File: src/design/tes_pkg.sv
// tes_pkg: types, effect codes and constants of the tone effect sequencer
// no dependencies; used by the interfaces, the divider, the top level and the checker
package tes_pkg;

    // payload widths
    localparam int EFFECT_W  = 3;
    localparam int TOP_W     = 13;
    localparam int CMP_W     = 8;
    localparam int FREQ_W    = 10;
    localparam int DUTY_W    = 3;

    // event modes
    localparam logic MODE_START = 1'b0;
    localparam logic MODE_TICK  = 1'b1;

    // effect codes
    localparam logic [EFFECT_W-1:0] EFF_SILENT      = 3'd0;
    localparam logic [EFFECT_W-1:0] EFF_SWEEP_LOW   = 3'd1;
    localparam logic [EFFECT_W-1:0] EFF_SWEEP_HIGH  = 3'd2;
    localparam logic [EFFECT_W-1:0] EFF_STEPS_SHORT = 3'd3;
    localparam logic [EFFECT_W-1:0] EFF_STEPS_LONG  = 3'd4;

    // timer clock and divider geometry
    localparam int                 DIVIDEND_W = 20;
    localparam logic [DIVIDEND_W-1:0] TIMER_HZ = 20'd1000000;
    localparam int                 DIV_CNT_W  = 5;

    // divide by 100 as multiply by ceil(2^19/100) and shift
    localparam int            PROD_W       = 15;
    localparam int            RECIP_SHIFT  = 19;
    localparam int            SCALE_W      = 28;
    localparam logic [12:0]   RECIP_100    = 13'd5243;

    // frequencies in Hz
    localparam logic [FREQ_W-1:0] FREQ_FLOOR = 10'd200;
    localparam logic [FREQ_W-1:0] FREQ_300   = 10'd300;
    localparam logic [FREQ_W-1:0] FREQ_400   = 10'd400;
    localparam logic [FREQ_W-1:0] FREQ_450   = 10'd450;
    localparam logic [FREQ_W-1:0] FREQ_650   = 10'd650;
    localparam logic [FREQ_W-1:0] FREQ_700   = 10'd700;
    localparam logic [FREQ_W-1:0] FREQ_750   = 10'd750;

    // tick limits
    localparam int SWEEP_END       = 11;
    localparam int SWEEP_LOW_SAT   = 15;  // 300 - 7*t drops below the floor
    localparam int SWEEP_HIGH_SAT  = 65;  // 650 - 7*t drops below the floor
    localparam int STEP_T1         = 10;
    localparam int STEP_T2         = 20;
    localparam int STEP_T3         = 30;
    localparam int STEP_T4         = 40;
    localparam int STEP_T5         = 50;
    localparam int STEPS_SHORT_END = 40;
    localparam int STEPS_LONG_END  = 60;

    typedef enum logic [2:0] {
        ST_IDLE,
        ST_START,
        ST_DIV,
        ST_MUL,
        ST_SCALE,
        ST_FINISH
    } tes_state_t;

    typedef struct packed {
        logic busy;
        logic done;
    } tes_div_status_t;

    function automatic logic [DUTY_W-1:0] duty_of(input logic [EFFECT_W-1:0] id);
        logic [DUTY_W-1:0] d;
        begin
            case (id)
                EFF_SWEEP_LOW:   d = 3'd2;
                EFF_SWEEP_HIGH:  d = 3'd1;
                EFF_STEPS_SHORT: d = 3'd4;
                EFF_STEPS_LONG:  d = 3'd5;
                default:         d = 3'd0;
            endcase
            return d;
        end
    endfunction

endpackage

File: src/design/tes_in_if.sv
// tes_in_if: event channel of the tone effect sequencer, valid/ready with payload
// depends on tes_pkg
interface tes_in_if import tes_pkg::*; ();
    logic                valid;
    logic                ready;
    logic                mode;
    logic [EFFECT_W-1:0] effect_id;
    logic                mute;

    modport source (output valid, mode, effect_id, mute, input ready);
    modport sink   (input valid, mode, effect_id, mute, output ready);
endinterface

File: src/design/tes_out_if.sv
// tes_out_if: result channel of the tone effect sequencer, valid/ready with payload
// depends on tes_pkg
interface tes_out_if import tes_pkg::*; ();
    logic             valid;
    logic             ready;
    logic [TOP_W-1:0] period_top;
    logic [CMP_W-1:0] pulse_compare;
    logic             written;
    logic             playing;

    modport source (output valid, period_top, pulse_compare, written, playing, input ready);
    modport sink   (input valid, period_top, pulse_compare, written, playing, output ready);
endinterface

File: src/design/tes_div.sv
// tes_div: bit-serial restoring divider, timer clock over frequency, one quotient bit a cycle
// depends on tes_pkg
module tes_div import tes_pkg::*; (
    input  logic                clk,
    input  logic                rst_n,
    input  logic                start,
    input  logic [FREQ_W-1:0]   divisor,
    output tes_div_status_t     status,
    output logic [TOP_W-1:0]    quotient
);

    logic [DIV_CNT_W-1:0] cnt_reg, cnt_next;
    logic [FREQ_W-1:0]    rem_reg, rem_next;
    logic [TOP_W-1:0]     quo_reg, quo_next;
    logic                 busy_reg, busy_next;
    logic                 done_reg, done_next;
    logic [DIV_CNT_W-1:0] bit_idx;
    logic [FREQ_W:0]      rem_shift;
    logic [FREQ_W:0]      dsor_ext;
    logic                 ge;

    assign bit_idx   = DIV_CNT_W'(DIVIDEND_W - 1) - cnt_reg;
    assign rem_shift = {rem_reg, TIMER_HZ[bit_idx]};
    assign dsor_ext  = {1'b0, divisor};
    assign ge        = rem_shift >= dsor_ext;

    always_comb
    begin
        cnt_next  = cnt_reg;
        rem_next  = rem_reg;
        quo_next  = quo_reg;
        busy_next = busy_reg;
        done_next = 1'b0;
        if (start)
        begin
            cnt_next  = '0;
            rem_next  = '0;
            quo_next  = '0;
            busy_next = 1'b1;
        end
        else if (busy_reg)
        begin
            // quotient never exceeds 13 bits, upper bits shift out as zeros
            rem_next = ge ? FREQ_W'(rem_shift - dsor_ext) : rem_shift[FREQ_W-1:0];
            quo_next = {quo_reg[TOP_W-2:0], ge};
            cnt_next = cnt_reg + 1'b1;
            if (cnt_reg == DIV_CNT_W'(DIVIDEND_W - 1))
            begin
                busy_next = 1'b0;
                done_next = 1'b1;
            end
        end
    end

    always_ff @(posedge clk or negedge rst_n)
    begin
        if (!rst_n)
        begin
            busy_reg <= 1'b0;
            done_reg <= 1'b0;
            cnt_reg  <= '0;
        end
        else
        begin
            busy_reg <= busy_next;
            done_reg <= done_next;
            cnt_reg  <= cnt_next;
        end
    end

    always_ff @(posedge clk)
    begin
        rem_reg <= rem_next;
        quo_reg <= quo_next;
    end

    assign status.busy = busy_reg;
    assign status.done = done_reg;
    assign quotient    = quo_reg;

endmodule

File: src/design/tone_effect_sequencer.sv
// tone_effect_sequencer: top level, effect state, sequencing and PWM value arithmetic
// depends on tes_pkg, tes_in_if, tes_out_if and tes_div
//
// usage: events carries one item per start or tick event (mode, effect_id, mute);
// pwm returns exactly one item per event with the PWM top and compare values,
// a flag that they were written, and whether an effect is still playing.
// an event that writes real PWM values divides the 1 MHz timer clock by the
// frequency in a bit-serial divider, one quotient bit per cycle in 20 steps,
// followed by one multiply and one scale step, then the final step loads the
// output register. events that write nothing, or write zeros on a stop or at
// an effect's end, skip the divider and go from accept straight to the final
// step. the 20-step divider sets the rate. one item is in work at a time;
// events.ready is high only while no item is in work.
// the result sits in an output register, so the next item is taken while an
// earlier result still waits; if pwm stalls, the following result waits in
// the final step until the register frees up.
// reset: silent, tick count zero, held frequency 200 Hz, duty 2 percent, no
// result pending.
module tone_effect_sequencer import tes_pkg::*; #(
    parameter int TICK_COUNT_WIDTH = 16
) (
    input  logic       clk,
    input  logic       rst_n,
    tes_in_if.sink     events,
    tes_out_if.source  pwm
);

    localparam int TW = TICK_COUNT_WIDTH;

    tes_state_t            state_reg, state_next;
    logic [EFFECT_W-1:0]   active_reg, active_next;
    logic [TW-1:0]         tick_reg, tick_next;
    logic [FREQ_W-1:0]     held_reg, held_next;
    logic [DUTY_W-1:0]     duty_reg, duty_next;
    logic                  written_reg, written_next;
    logic [TOP_W-1:0]      top_reg, top_next;
    logic [CMP_W-1:0]      cmp_reg, cmp_next;
    logic [PROD_W-1:0]     prod_reg, prod_next;

    logic                  out_valid_reg, out_valid_next;
    logic [TOP_W-1:0]      out_top_reg, out_top_next;
    logic [CMP_W-1:0]      out_cmp_reg, out_cmp_next;
    logic                  out_written_reg, out_written_next;
    logic                  out_playing_reg, out_playing_next;

    logic                  accept;
    logic                  is_start;
    logic                  is_stop;
    logic [EFFECT_W-1:0]   eff;
    logic [TW-1:0]         t;
    logic [6:0]            t7;
    logic [FREQ_W-1:0]     sweep_base;
    logic [FREQ_W-1:0]     sweep_freq;
    logic                  sweep_sat;
    logic                  need_div;
    logic                  div_start;
    tes_div_status_t       div_status;
    logic [TOP_W-1:0]      quotient;
    logic [SCALE_W-1:0]    scaled;
    logic [CMP_W-1:0]      width;

    tes_div u_div (
        .clk      (clk),
        .rst_n    (rst_n),
        .start    (div_start),
        .divisor  (held_reg),
        .status   (div_status),
        .quotient (quotient)
    );

    assign events.ready = (state_reg == ST_IDLE);
    assign accept       = events.valid && events.ready;
    assign div_start    = (state_reg == ST_START);

    // event decode and the tick the effect logic sees
    assign is_start = (events.mode == MODE_START);
    assign is_stop  = is_start && !(events.effect_id inside {[EFF_SWEEP_LOW:EFF_STEPS_LONG]});
    assign eff      = is_start ? events.effect_id : active_reg;
    assign t        = (is_start ? TW'(1) : tick_reg) + 1'b1;
    assign t7       = t[6:0];

    // sweep: base - 7*t, floored at 200 once t reaches the saturation point
    assign sweep_base = (eff == EFF_SWEEP_LOW) ? FREQ_300 : FREQ_650;
    assign sweep_sat  = (eff == EFF_SWEEP_LOW) ? (t >= TW'(SWEEP_LOW_SAT))
                                               : (t >= TW'(SWEEP_HIGH_SAT));
    assign sweep_freq = sweep_sat ? FREQ_FLOOR
                                  : FREQ_W'(sweep_base - (FREQ_W'({t7, 3'b000}) - FREQ_W'(t7)));

    assign scaled = SCALE_W'(prod_reg) * SCALE_W'(RECIP_100);
    assign width  = scaled[RECIP_SHIFT+CMP_W-1:RECIP_SHIFT];

    always_comb
    begin
        state_next   = state_reg;
        active_next  = active_reg;
        tick_next    = tick_reg;
        held_next    = held_reg;
        duty_next    = duty_reg;
        written_next = written_reg;
        top_next     = top_reg;
        cmp_next     = cmp_reg;
        prod_next    = prod_reg;
        need_div     = 1'b0;

        out_valid_next   = out_valid_reg && !pwm.ready;
        out_top_next     = out_top_reg;
        out_cmp_next     = out_cmp_reg;
        out_written_next = out_written_reg;
        out_playing_next = out_playing_reg;

        case (state_reg)
            ST_IDLE:
            begin
                if (accept)
                begin
                    written_next = 1'b0;
                    top_next     = '0;
                    cmp_next     = '0;
                    if (is_stop)
                    begin
                        active_next  = EFF_SILENT;
                        tick_next    = '0;
                        written_next = 1'b1;
                    end
                    else
                    begin
                        if (is_start)
                        begin
                            active_next = eff;
                            duty_next   = duty_of(eff);
                        end
                        tick_next = t;
                        if (!events.mute && eff != EFF_SILENT)
                        begin
                            written_next = 1'b1;
                            need_div     = 1'b1;
                            case (eff)
                                EFF_SWEEP_LOW, EFF_SWEEP_HIGH:
                                begin
                                    held_next = sweep_freq;
                                    if (t >= TW'(SWEEP_END))
                                    begin
                                        active_next = EFF_SILENT;
                                        tick_next   = '0;
                                        need_div    = 1'b0;
                                    end
                                end
                                EFF_STEPS_SHORT:
                                begin
                                    if (t < TW'(STEP_T1))
                                        held_next = FREQ_300;
                                    else if (t < TW'(STEP_T2))
                                        held_next = FREQ_450;
                                    else if (t < TW'(STEP_T3))
                                        held_next = FREQ_650;
                                    else if (t > TW'(STEPS_SHORT_END))
                                    begin
                                        active_next = EFF_SILENT;
                                        tick_next   = '0;
                                        need_div    = 1'b0;
                                    end
                                end
                                default:
                                begin
                                    if (t < TW'(STEP_T1))
                                        held_next = FREQ_400;
                                    else if (t < TW'(STEP_T2))
                                        held_next = FREQ_450;
                                    else if (t < TW'(STEP_T3))
                                        held_next = FREQ_650;
                                    else if (t < TW'(STEP_T4))
                                        held_next = FREQ_700;
                                    else if (t < TW'(STEP_T5))
                                        held_next = FREQ_750;
                                    else if (t > TW'(STEPS_LONG_END))
                                    begin
                                        active_next = EFF_SILENT;
                                        tick_next   = '0;
                                        need_div    = 1'b0;
                                    end
                                end
                            endcase
                        end
                    end
                    state_next = need_div ? ST_START : ST_FINISH;
                end
            end
            ST_START:
            begin
                state_next = ST_DIV;
            end
            ST_DIV:
            begin
                if (div_status.done)
                    state_next = ST_MUL;
            end
            ST_MUL:
            begin
                top_next   = quotient - 1'b1;
                prod_next  = PROD_W'(duty_reg) * PROD_W'(quotient);
                state_next = ST_SCALE;
            end
            ST_SCALE:
            begin
                cmp_next   = (width == '0) ? '0 : width - 1'b1;
                state_next = ST_FINISH;
            end
            ST_FINISH:
            begin
                // wait for the output register to free up
                if (!out_valid_reg || pwm.ready)
                begin
                    out_valid_next   = 1'b1;
                    out_top_next     = top_reg;
                    out_cmp_next     = cmp_reg;
                    out_written_next = written_reg;
                    out_playing_next = (active_reg != EFF_SILENT);
                    state_next       = ST_IDLE;
                end
            end
            default:
            begin
                state_next = ST_IDLE;
            end
        endcase
    end

    always_ff @(posedge clk or negedge rst_n)
    begin
        if (!rst_n)
        begin
            state_reg     <= ST_IDLE;
            active_reg    <= EFF_SILENT;
            tick_reg      <= '0;
            held_reg      <= FREQ_FLOOR;
            duty_reg      <= duty_of(EFF_SWEEP_LOW);
            out_valid_reg <= 1'b0;
        end
        else
        begin
            state_reg     <= state_next;
            active_reg    <= active_next;
            tick_reg      <= tick_next;
            held_reg      <= held_next;
            duty_reg      <= duty_next;
            out_valid_reg <= out_valid_next;
        end
    end

    always_ff @(posedge clk)
    begin
        written_reg     <= written_next;
        top_reg         <= top_next;
        cmp_reg         <= cmp_next;
        prod_reg        <= prod_next;
        out_top_reg     <= out_top_next;
        out_cmp_reg     <= out_cmp_next;
        out_written_reg <= out_written_next;
        out_playing_reg <= out_playing_next;
    end

    assign pwm.valid         = out_valid_reg;
    assign pwm.period_top    = out_top_reg;
    assign pwm.pulse_compare = out_cmp_reg;
    assign pwm.written       = out_written_reg;
    assign pwm.playing       = out_playing_reg;

endmodule

File: src/flat_wrapper.sv
// flat-port wrapper written by rule: the top's interface ports become plain ports
module tone_effect_sequencer_flat import tes_pkg::*;
#(
    parameter int TICK_COUNT_WIDTH = 16
)
  (clk, rst_n, events_valid, events_mode, events_effect_id, events_mute, events_ready, pwm_valid, pwm_period_top, pwm_pulse_compare, pwm_written, pwm_playing, pwm_ready);
  tes_in_if events_i ();
  tes_out_if pwm_i ();
  input  logic clk;
  input  logic rst_n;
  input wire logic [$bits(events_i.valid)-1:0] events_valid;
  input wire logic [$bits(events_i.mode)-1:0] events_mode;
  input wire logic [$bits(events_i.effect_id)-1:0] events_effect_id;
  input wire logic [$bits(events_i.mute)-1:0] events_mute;
  output wire logic [$bits(events_i.ready)-1:0] events_ready;
  output wire logic [$bits(pwm_i.valid)-1:0] pwm_valid;
  output wire logic [$bits(pwm_i.period_top)-1:0] pwm_period_top;
  output wire logic [$bits(pwm_i.pulse_compare)-1:0] pwm_pulse_compare;
  output wire logic [$bits(pwm_i.written)-1:0] pwm_written;
  output wire logic [$bits(pwm_i.playing)-1:0] pwm_playing;
  input wire logic [$bits(pwm_i.ready)-1:0] pwm_ready;
  assign events_i.valid = events_valid;
  assign events_i.mode = events_mode;
  assign events_i.effect_id = events_effect_id;
  assign events_i.mute = events_mute;
  assign events_ready = events_i.ready;
  assign pwm_valid = pwm_i.valid;
  assign pwm_period_top = pwm_i.period_top;
  assign pwm_pulse_compare = pwm_i.pulse_compare;
  assign pwm_written = pwm_i.written;
  assign pwm_playing = pwm_i.playing;
  assign pwm_i.ready = pwm_ready;
  tone_effect_sequencer #(.TICK_COUNT_WIDTH(TICK_COUNT_WIDTH)) u_core (.clk(clk), .rst_n(rst_n), .events(events_i), .pwm(pwm_i));
endmodule
File: config.mk
export PLATFORM = sky130hd
export DESIGN_NAME = tone_effect_sequencer_flat
export DESIGN_NICKNAME = d
export VERILOG_FILES = /design/src/design/tes_pkg.sv /design/src/design/tes_in_if.sv /design/src/design/tes_out_if.sv /design/src/design/tes_div.sv /design/src/design/tone_effect_sequencer.sv /design/src/flat_wrapper.sv
export SDC_FILE = /design/constraint.sdc
export NUM_CORES = 1
export LEC_CHECK = 0
export BUFFER_PORTS_ARGS = -buffer_cell sky130_fd_sc_hd__buf_4
export CAP_MARGIN = 40
export CORE_ASPECT_RATIO = 1.75
export CORE_MARGIN = 8
export CORE_UTILIZATION = 55
export DETAILED_ROUTE_END_ITERATION = 7
export HOLD_SLACK_MARGIN = 0.05
export PLACE_DENSITY = 0.72
export SKIP_CTS_REPAIR_TIMING = 1
export SYNTH_ARGS = -nofsm -noshare
export SYNTH_HDL_FRONTEND = slang
export SYNTH_HIERARCHICAL = 1
export SYNTH_SLANG_ARGS = --single-unit
File: constraint.sdc
create_clock -name clk -period 7.34 [get_ports clk]
set_input_delay 0.734 -clock clk [delete_from_list [all_inputs] [get_ports clk]]
set_output_delay 0.734 -clock clk [all_outputs]
set_load 0.02 [all_outputs]
==> results by stage <==
Run status:
- The run finished with clean final reports.

Clocking:
- The buffer depth of the longest clock path is 2.
- The clock-pin slew on the worst setup and hold paths is 0.06 ns.
- The TritonCTS sink count is 126.
- The total clock buffers created by CTS is 17.
- The cell sitting at the root of the clock tree is a sky130_fd_sc_hd__clkbuf_16.
- The clock latency of the later-clocked register in the worst-skew pair is 0.42 ns.
- CTS built an H-tree with a depth of 4.
- The clock tree from TritonCTS is done.

Timing:
- Headroom to the max-slew limit came out at 0.420.
- The final count of pins violating max slew is 0.
- The worst path needs 6.15 ns of the cycle, external delays included.
- The maximum clock frequency is 163 MHz.
- The slew at the pin closest to its max-slew limit is 0.871 ns.
- The share of the clock period used by the worst path is 0.838.
- Setup violations remaining at the end of the flow were counted as 0.
- On the final layout, the worst clock skew is 0.00717 ns.
- The final-report hold violation count is 0.
- The final-layout setup total negative slack is 0 ns.
- Setup repair after global routing left no endpoint under its margin.

Route:
- The first detailed-routing pass took 5 iterations.
- Across all layers, the routed design uses 8814 vias.
- For this run, design rule violations remaining after detail routing come to 0.
- The detailed router finished its first iteration with 444 violations.
- Dividing the detail-routed via count by the number of cells gives 5.76.
- The mean routed wirelength per cell is 16.7 um.
- The total wire length after detailed routing is 25500 um.
- The detail route stage leaves a number of antenna-violating nets equal to 0.

Cells and area:
- The combined flip-flop and latch cell area is 3340 um^2.
- In the final layout, the share of cells above drive strength 1 is 0.0903.
- The number of nets in the layout is 1502.
- The fraction of the core area covered by cells at the end of the flow is 0.604.
- The flip-flop count of the largest register, all copies and words added is 16.
- 0 antenna diodes ended up in the layout.
- Compared with the post-synthesis result, the final layout area differs by 8.51%.
- Fill cells in the final layout number 1813.
- Summing all multi-input logic gate instances after layout gives 7550 um^2.

Global route:
- The total global-route track usage is 0.198.
- The number of antenna violations at the first check in global routing is 0.
- The first global-routing pass estimated 42500 um of wire.
- The total congestion overflow is 0.
- The largest net degree at the start of global routing is 44.
- The via count of the first global-routing pass is 9249.

Worst setup path:
- The startpoint type of the worst setup path is a register.
- The worst register-to-register path has a depth of 21.
- The endpoint class of the critical path is a register.
- Data on the critical path is required at its endpoint by 7.51 ns.
- STA puts the critical path data arrival time at 6.32 ns.
- The critical-path maximum fanout is 7.
- The critical path is of the reg -> reg type.

Logic synthesis:
- The mean post-synth cell area is 9.58 um^2.
- For this run, the number of Yosys warnings is 6.
- The gate count after technology mapping is 1240.
- The area of the mapped netlist is 11900 um^2.
- When the netlist entered floorplanning its net count stood at 1481.

Floorplanning:
- The number of top-level pins is 34.
- Measured along the x axis, the die boundary spans 127 um.
- After floorplanning, the core was sized to cover 21300 um^2.
- The floorplan has 71 rows.
- The die covers 26700 um^2.
- The effective utilization at floorplan is 0.557.
- The y dimension of the die is 210 um.

Placement:
- During placement, the flow inserted port buffers numbering 33.
- At the end of routability-driven placement, the weighted congestion stood at 0.889.
- The half-perimeter wire length of the detailed placement result is 20800 um.

Run:
- The tool flagged a number of max-cap violations equal to 0.

Min path:
- The worst hold path belongs to the class in -> async.
## metrics by stage
stage	setup WS (ns)	hold slack (ns)	instances	instance area, um^2
2_1_floorplan	1.63	0.400	1240	11900
3_3_place_gp	1.26	0.400	1495	12300
4_1_cts	1.19	0.299	1529	12900
6_report	1.19	0.297	1529	12900
3_5_place_dp	1.21	0.405	1497	12300
5_1_grt	0.851	0.338	1529	12900
## layout by cell type (no fill, tap or decap), types with 38 or more instances in the layout
master                     count
sky130_fd_sc_hd__inv_1       203
sky130_fd_sc_hd__nand2_1      99
sky130_fd_sc_hd__o21ai_0      38
sky130_fd_sc_hd__edfxtp_1     60
sky130_fd_sc_hd__ha_1        149
sky130_fd_sc_hd__xnor2_1      41
sky130_fd_sc_hd__nor2_1       89
sky130_fd_sc_hd__buf_4        38
sky130_fd_sc_hd__fa_1         83
sky130_fd_sc_hd__dfrtp_1      39
sky130_fd_sc_hd__a21oi_1      42
## path summary, 6_finish.rpt
check                                    start                   endpoint  slack, ns
max                        u_core/prod_reg[12]          u_core/cmp_reg[4]       1.19
min                                      rst_n        u_core/tick_reg[11]       0.30
max reg2reg                u_core/prod_reg[12]          u_core/cmp_reg[4]       1.19
min reg2reg                 u_core/top_reg[10]  u_core/pwm.period_top[10]       0.42
max in group asynchronous                rst_n         u_core/duty_reg[1]       6.66
min in group clk            u_core/top_reg[10]  u_core/pwm.period_top[10]       0.42
## area by class of cell
type / count / share of cell area
sequential: 126 / 0.259
inverter: 204 / 0.0594
tap: 255 / 0.0248
clock inverter: 15 / 0.0138
timing repair buffer: 40 / 0.0236
multi-input combinational: 872 / 0.586
clock buffer: 17 / 0.0330
## critical path: stages (launching register included)
cell and delay, ns:
sky130_fd_sc_hd__edfxtp_1 0.57, sky130_fd_sc_hd__ha_1 0.39, sky130_fd_sc_hd__fa_1 0.54, sky130_fd_sc_hd__fa_1 0.43, sky130_fd_sc_hd__fa_1 0.49, sky130_fd_sc_hd__inv_1 0.05
sky130_fd_sc_hd__fa_1 0.53, sky130_fd_sc_hd__inv_1 0.04, sky130_fd_sc_hd__ha_1 0.29, sky130_fd_sc_hd__a21o_1 0.18, sky130_fd_sc_hd__a211o_1 0.30, sky130_fd_sc_hd__a211o_1 0.33
sky130_fd_sc_hd__nand3b_1 0.17, sky130_fd_sc_hd__nand2_1 0.13, sky130_fd_sc_hd__a21oi_1 0.21, sky130_fd_sc_hd__xor2_1 0.23, sky130_fd_sc_hd__ha_1 0.19, sky130_fd_sc_hd__o31ai_1 0.17
sky130_fd_sc_hd__o211ai_1 0.25, sky130_fd_sc_hd__o311ai_0 0.18, sky130_fd_sc_hd__xnor2_1 0.17, sky130_fd_sc_hd__nor2_1 0.05
## per-layer routing
layer  track usage  up-vias  part of all wire
li1              -     4261                 -
met1         0.178     4289              0.35
met2         0.393      180              0.57
met3        0.0276       84             0.025
met4         0.137        0             0.059
met5             0        -                 0
Power is not shown: default switching activity piles up to over one toggle a cycle in this logic, so the estimate is an artifact.
